## config.mk

```make
export PLATFORM = sky130hd
export DESIGN_NAME = fpst_ctrl
export DESIGN_NICKNAME = d
export VERILOG_FILES = /design/src/rtl/fpst_pkg.sv /design/src/rtl/fpst_ctrl.sv
export SDC_FILE = /design/constraint.sdc
export NUM_CORES = 1
export LEC_CHECK = 0
export BUFFER_PORTS_ARGS = -buffer_cell sky130_fd_sc_hd__buf_2
export CAP_MARGIN = 0
export CORE_AREA = 4 4 41 43
export DETAILED_ROUTE_END_ITERATION = 8
export DIE_AREA = 0 0 45 47
export MAX_ROUTING_LAYER = met4
export PLACE_DENSITY_LB_ADDON = 0.05
export SLEW_MARGIN = 20
export SYNTH_ARGS = -nofsm -noshare
export SYNTH_HDL_FRONTEND = slang
export SYNTH_SLANG_ARGS = --single-unit
```

## constraint.sdc

```tcl
create_clock -name clk -period 1.3 [get_ports clk]
set_input_delay 0.195 -clock clk [delete_from_list [all_inputs] [get_ports clk]]
set_output_delay 0.195 -clock clk [all_outputs]
set_load 0.02 [all_outputs]
```

## src/rtl/fpst_pkg.sv

```systemverilog
`default_nettype none

package fpst_pkg;

    // Tree geometry
    localparam int MAX_POSITIONS = 1024;
    localparam int ADDR_W        = $clog2(MAX_POSITIONS);
    localparam int POS_W         = 11;
    localparam int IDX_W         = POS_W + 1;
    localparam int DATA_W        = 32;

    // Configuration port
    localparam int APB_ADDR_W    = 3;
    localparam int APB_DATA_W    = 32;
    localparam logic [POS_W-1:0] LIMIT_RESET = POS_W'(MAX_POSITIONS);

    // Operation codes
    localparam logic OP_UPDATE = 1'b0;
    localparam logic OP_QUERY  = 1'b1;

    // Controller to datapath commands
    typedef struct packed {
        logic clear;
        logic load;
        logic issue;
        logic out_load;
    } cmd_t;

    // Datapath to controller status
    typedef struct packed {
        logic walk_more;
        logic clear_last;
        logic is_query;
    } status_t;

endpackage

`default_nettype wire

```

## src/rtl/fpst_ctrl.sv

```systemverilog
`default_nettype none

module fpst_ctrl (
    input  wire logic              clk,
    input  wire logic              rst_n,
    input  wire logic              in_valid,
    output logic                   in_ready,
    output logic                   out_valid,
    input  wire logic              out_ready,
    input  wire fpst_pkg::status_t st,
    output fpst_pkg::cmd_t         cmd
);

    typedef enum logic [3:0] {
        ST_CLEAR  = 4'b0001,
        ST_IDLE   = 4'b0010,
        ST_WALK   = 4'b0100,
        ST_RESULT = 4'b1000
    } state_t;

    state_t state_reg, state_next;
    logic   out_valid_reg, out_valid_next;
    logic   slot_free;

    assign slot_free = !out_valid_reg || out_ready;
    assign in_ready  = (state_reg == ST_IDLE);
    assign out_valid = out_valid_reg;

    // Sequence clearing, request intake, tree walk and result hand-off
    always_comb
    begin
        state_next   = state_reg;
        cmd.clear    = 1'b0;
        cmd.load     = 1'b0;
        cmd.issue    = 1'b0;
        cmd.out_load = 1'b0;
        case (state_reg)
            ST_CLEAR:
            begin
                cmd.clear = 1'b1;
                if (st.clear_last)
                begin
                    state_next = ST_IDLE;
                end
            end
            ST_IDLE:
            begin
                if (in_valid)
                begin
                    cmd.load   = 1'b1;
                    state_next = ST_WALK;
                end
            end
            ST_WALK:
            begin
                if (st.walk_more)
                begin
                    cmd.issue = 1'b1;
                end
                else if (st.is_query)
                begin
                    state_next = ST_RESULT;
                end
                else
                begin
                    state_next = ST_IDLE;
                end
            end
            ST_RESULT:
            begin
                if (slot_free)
                begin
                    cmd.out_load = 1'b1;
                    state_next   = ST_IDLE;
                end
            end
            default:
            begin
                state_next = ST_CLEAR;
            end
        endcase
    end

    // Hold the result until the sink takes it
    always_comb
    begin
        out_valid_next = out_valid_reg;
        if (cmd.out_load)
        begin
            out_valid_next = 1'b1;
        end
        else if (out_ready)
        begin
            out_valid_next = 1'b0;
        end
    end

    always_ff @(posedge clk or negedge rst_n)
    begin
        if (!rst_n)
        begin
            state_reg     <= ST_CLEAR;
            out_valid_reg <= 1'b0;
        end
        else
        begin
            state_reg     <= state_next;
            out_valid_reg <= out_valid_next;
        end
    end

endmodule

`default_nettype wire

```

==> impl_results.md, run 1 <==
- Status: finished, violations left
- Failing checks: negative setup slack
- CP Cell Sequence: nor4b_4 > nor2b_4 > buf_6
- Max Clk Rate: 0.647 GHz
- Crit Path Category: flip-flop to output pin
- Antenna cells: 0
- Grt met1 use: 14.7%
- Synth Instances: 37
- Die width: 45 um
- Clock root buffer: clkbuf_4
- Required @ worst endpoint: 1110 ps
- Dpl hpwl: 725 um
- Die ar.: 2120 um2
- Gpl congestion: 0.773
- Setup TNS: -1250 ps
- Die span in y: 47 um
- Clock sink count: 5
- Post-synthesis sequential area ratio: 30.0%
- GRT overflow: 0
- Final worst slack: -245 ps
- Max Slew Vio Count: 0
- Post-synth EDFFs: 0
- Async set-reset flop share out of synthesis: 100%
- Synth cell types: 20
- Clock share of power: 17.3%
- Crit share post-route: 119%
- Clock-pin transition on the worst setup and hold timing paths: 50 ps
- Commonest cells post-synth: 4 x dfrtp_1, 4 x o21ai_0, 3 x buf_6, 3 x nor3b_1, 3 x nor4b_4
- Worst path arrival time: 1350 ps
- Residual DRC: 0
- WL/cell: 13.4 um
- Max reg flops: 4
- Num CTS Buffers: 3
- Int Power: 683 uW
- Synth top area cells: dfrtp_1 24%, nor4b_4 17%, buf_6 8.0%
- Flop pwr share: 29.1%
- Combinational power share: 53.6%
- Cell Rows: 13
- GR Util met3: 1.53%
- Buffers plus inverters on the worst setup path: 1
- Startpoint Class: flip-flop
- TritonCTS clock tree: yes
- I/O pin cnt: 13
- Vias in the first global route: 368
- Pin count of the biggest net entering global routing: 7
- Register bit total from synthesis: 5
- Relative slew slack: 83.7%
- Layout Area Growth over Synthesis: 57.6%
- Post-Syn Area: 422 um2
- Top-area cell type share of the netlist area: 23.7%
- Syn. warnings: 0
- Crit-path slowest cell: dfrtp_2
- DP Area: 527 um2
- First-pass GRT wire length: 1.68 mm
- CTS Buffer Depth: 2
- Least-Margin Pin Slew: 244 ps
- Leak pwr: 0.000315 uW
- Skew final: 2.35 ps
- Syn Area/Cell: 11.4 um2
- TritonRoute pass-1 iters: 4
- Largest delay share family, worst path: simple AND/OR/NAND/NOR gates
- Final hold violation count: 0
- Crit path largest cell delay: 470 ps
- Antenna violations before repair: 0
- I/O Buffers: 12
- Starting DRC count in detailed routing: 7
- Nets: 71
- Final wirelength: 1.04 mm
- Critical path endpoint category: output pin
- Post-DRT Antenna Nets: 0
- Psw: 374 uW
- DR vias/cell: 4.90
- M2 GR Usage: 16.4%
- P per Cell Area: 1590 nW/um2
- Design area: 664 um2
- Worst hold path class: primary input to flip-flop
- Total GRT Usage: 12.0%
- Clock period minus worst slack: 1550 ps
- Cell taking the most area after synthesis: dfrtp_1
- Sw frac: 35.4%
- Max VDD drop: 0.000889 V
- CP Max Fanout: 6
- Vias post-DR: 382
- Unrepaired setup endpoints after global routing: yes
- Clk Latency, worst-skew pair: 240 ps
- Htree depth: 1
- Syn_nets: 44
- Initial Util: 32.4%
- Layout cells sized above 1: 65.1%
- Max Cap Viol: 0
- Top FF cell, synth: dfrtp_1
- GRT Max-Usage Layer: met2
- Final Setup Violations: 7
- Core area: 1300 um2
power by group through the flow:
stage / combinational (uW) / clock [uW] / sequential [uW]
after CTS: 554 / 194 / 304
final: 566 / 183 / 307
after global routing: 618 / 198 / 318
after global placement: 439 / 0 / 309
after detailed placement: 440 / 0 / 310
after floorplan: 416 / 0 / 216
stage by stage:
| stage | cells | hold slack [ps] | power, uW | worst slack (ps) | utilization [%] |
|---|---|---|---|---|---|
| detailed placement | 67 | 24.4 | 750 | -86.3 | 40.5 |
| global placement | 67 | 20.9 | 748 | -84.1 | 40.5 |
| global route | 78 | 122 | 1130 | -300 | 51.1 |
| floorplan | 37 | -101 | 633 | -73.4 | - |
| CTS | 77 | 93.6 | 1050 | -309 | 49.0 |
| finish | 78 | 105 | 1060 | -245 | 51.1 |
layout by cell type, fill, tap and decap left out, types with 2 or more instances in the layout:
cell and count:
a32o_1 2, and2_4 2, buf_2 7, buf_4 12, buf_6 6, clkbuf_4 3, dfrtp_1 2, dfrtp_2 2
inv_1 2, nor3b_1 3, nor4b_4 4, o21ai_0 3
kinds of logic after synthesis:
logic type / synth area share, %
flops: 30.0
xor+xnor: 2.08
simple gates: 37.4
compound gates: 17.2
buf+inv: 13.4
final timing paths:
kind,from,to,slack [ps],depth (start not counted)
setup / recovery,state_reg[2]$_DFFE_PN0P_,cmd[0],-250,3
hold / removal,st[1],state_reg[0]$_DFFE_PN1P_,100,2
setup reg to reg,state_reg[0]$_DFFE_PN1P_,state_reg[1]$_DFFE_PN0P_,-130,4
hold reg to reg,state_reg[0]$_DFFE_PN1P_,state_reg[0]$_DFFE_PN1P_,730,2
max in group asynchronous,rst_n,state_reg[0]$_DFFE_PN1P_,780,2
min in group asynchronous,rst_n,out_valid$_DFFE_PN0P_,300,2
cell type report:
| type | count | area [um2] |
|---|---|---|
| timing repair buffer | 27 | 223 |
| multi-input combinational | 25 | 260 |
| sequential | 5 | 129 |
| tap | 15 | 18.8 |
| clock buffer | 4 | 26.3 |
| fill | 146 | 637 |
| inverter | 2 | 7.51 |
metal layers:
layer,up-vias,wire length (um)
li1,184,-
met1,187,470
met2,9,521
met3,2,33
met4,0,19
met5,-,0
repair_timing:
item	in CTS	in global routing
resized for setup	13	5
buffers inserted	5	2
hold buffers	1	0
endpoints found under the setup margin	6	7
pin swaps	5	8
endpoints found under the hold margin	5	0
Note: power is estimated with default switching activity, not from simulation.
==> run 2, diff against run 1 <==
==> constraint.sdc (replaced) <==
create_clock -name clk -period 1.8 [get_ports clk]
set_input_delay 0.27 -clock clk [delete_from_list [all_inputs] [get_ports clk]]
set_output_delay 0.27 -clock clk [all_outputs]
set_load 0.1 [all_outputs]
==> impl_results.md, run 2 (synthesis gave the netlist of run 1 again) <==
- Final hold violation count: 0
- Setup TNS: 0 ps
- Leak pwr: 0.000280 uW
- Buffers plus inverters on the worst setup path: 1
- Post-DRT Antenna Nets: 0
- Final worst slack: 70.1 ps
- DR vias/cell: 4.69
- GRT overflow: 0
- Max Cap Viol: 0
- Worst r2r path cells: 4
- Die span in y: 47 um
- P per Cell Area: 1490 nW/um2
- Fillers: 134
- Clock period minus worst slack: 1730 ps
- Worst hold path class: primary input to flip-flop
- CP Cell Sequence: nor4b_4 > nor2b_2 > buf_12
- FF+latch area: 129 um2
- R2R Setup Slk: 350 ps
- Crit-path slowest cell: dfrtp_2
- Layout cells sized above 1: 60.0%
- Max reg flops: 4
- Vias in the first global route: 319
- Hold Path Stages: 2
- Crit path largest cell delay: 450 ps
- TritonCTS clock tree: yes
- Num CTS Buffers: 3
- Starting DRC count in detailed routing: 5
- Die width: 45 um
- Core area: 1300 um2
- Pin count of the biggest net entering global routing: 11
- Clk Latency, worst-skew pair: 250 ps
- Clock sink count: 5
- Crit Path Category: flip-flop to output pin
- Worst hold endpoint: state_reg[0]$_DFFE_PN1P_
- Unrepaired setup endpoints after global routing: no
- Max VDD drop: 0.000768 V
- CTS Buffer Depth: 2
- Area of the multi-input gates: 254 um2
- Place WS: 123 ps
- Worst path arrival time: 1460 ps
- Htree depth: 1
- Total design power: 934 uW
- Final Setup Violations: 0
- RR Startpoint: state_reg[0]$_DFFE_PN1P_
- Total GRT Usage: 10.0%
- TritonRoute pass-1 iters: 4
- Layout Area Growth over Synthesis: 48.4%
- Crit share post-route: 96.1%
- Relative slew slack: 67.9%
- CP Max Fanout: 4
- Initial Util: 32.4%
- Critical path endpoint category: output pin
- Final wirelength: 906 um
- Least-Margin Pin Slew: 485 ps
- Clock root buffer: clkbuf_4
- Worst Hold Launch: st[1]
- Clock-pin transition on the worst setup and hold timing paths: 40 ps
- Nets: 63
- Commonest non-fill, non-tap cell in the layout: buf_2
- Vias post-DR: 328
- Required @ worst endpoint: 1530 ps
- Cell Rows: 13
- Die ar.: 2120 um2
- Gpl congestion: 0.749
- Startpoint Class: flip-flop
- Skew final: 3.04 ps
- Antenna violations before repair: 0
- Highest-count cells in the layout ignoring fill and taps: 7 x buf_2, 6 x buf_4, 5 x buf_12, 4 x nor4b_4, 4 x o21ai_0
- First-pass GRT wire length: 1.44 mm
- Status: complete, no violations
- I/O Buffers: 12
- Max Slew Vio Count: 0
- I/O pin cnt: 13
- Largest delay share family, worst path: simple AND/OR/NAND/NOR gates
- RR Endpoint: state_reg[1]$_DFFE_PN0P_
- Antenna cells: 0
- Dpl hpwl: 719 um
- Max Clk Rate: 0.578 GHz
- Residual DRC: 0
- WL/cell: 12.9 um
run 2: through the flow:
stage | cell area, um2 | std cells | hold WS (ps) | utilization, %
3_3_place_gp | 569 | 63 | 85.8 | 43.8
5_1_grt | 626 | 70 | 196 | 48.1
3_5_place_dp | 569 | 63 | 87.7 | 43.8
2_1_floorplan | 434 | 37 | -25.6 | -
4_1_cts | 611 | 68 | 188 | 46.9
6_report | 626 | 70 | 192 | 48.1
run 2: power breakdown:
| group | switching (uW) | leakage, uW | internal [uW] |
|---|---|---|---|
| clock | 48.7 | 0.0000150 | 84.0 |
| sequential | 66.7 | 0.0000617 | 150 |
| combinational | 315 | 0.000203 | 271 |
| total | 430 | 0.000280 | 505 |
run 2: what timing repair did:
item,4_1_cts,5_1_grt
cloned,0,0
setup buffers,0,2
endpoints found under the hold margin,4,0
pin swaps,0,0
resized for setup,3,0
hold buffers,1,0
setup endpoints to repair,2,2
run 2: how the worst max path moves through the flow:
stage	startpoint	end	slack [ps]	cells after the start
after floorplan	state_reg[3]$_DFFE_PN0P_	cmd[2]	-610	3
after global placement	state_reg[3]$_DFFE_PN0P_	cmd[0]	170	3
after detailed placement	state_reg[3]$_DFFE_PN0P_	cmd[0]	120	3
after CTS	state_reg[0]$_DFFE_PN1P_	cmd[0]	9	3
after global routing	state_reg[3]$_DFFE_PN0P_	cmd[0]	4	3
final	state_reg[1]$_DFFE_PN0P_	cmd[0]	70	3
run 2: per-layer routing:
layer  vias up  track usage (%)  share of wire [%]
met3         3             4.60                4.3
li1        169                -                  -
met2         9             14.7                 49
met5         -                -                  0
met1       147             12.0                 45
met4         0             3.51                1.3
run 2: layout make-up:
type	instances	share of cell area, %
Sequential cell	5	20.6
Tap cell	15	3.00
Timing Repair Buffer	19	30.4
Multi-Input combinational cell	25	40.6
Inverter	2	1.20
Clock buffer	4	4.20
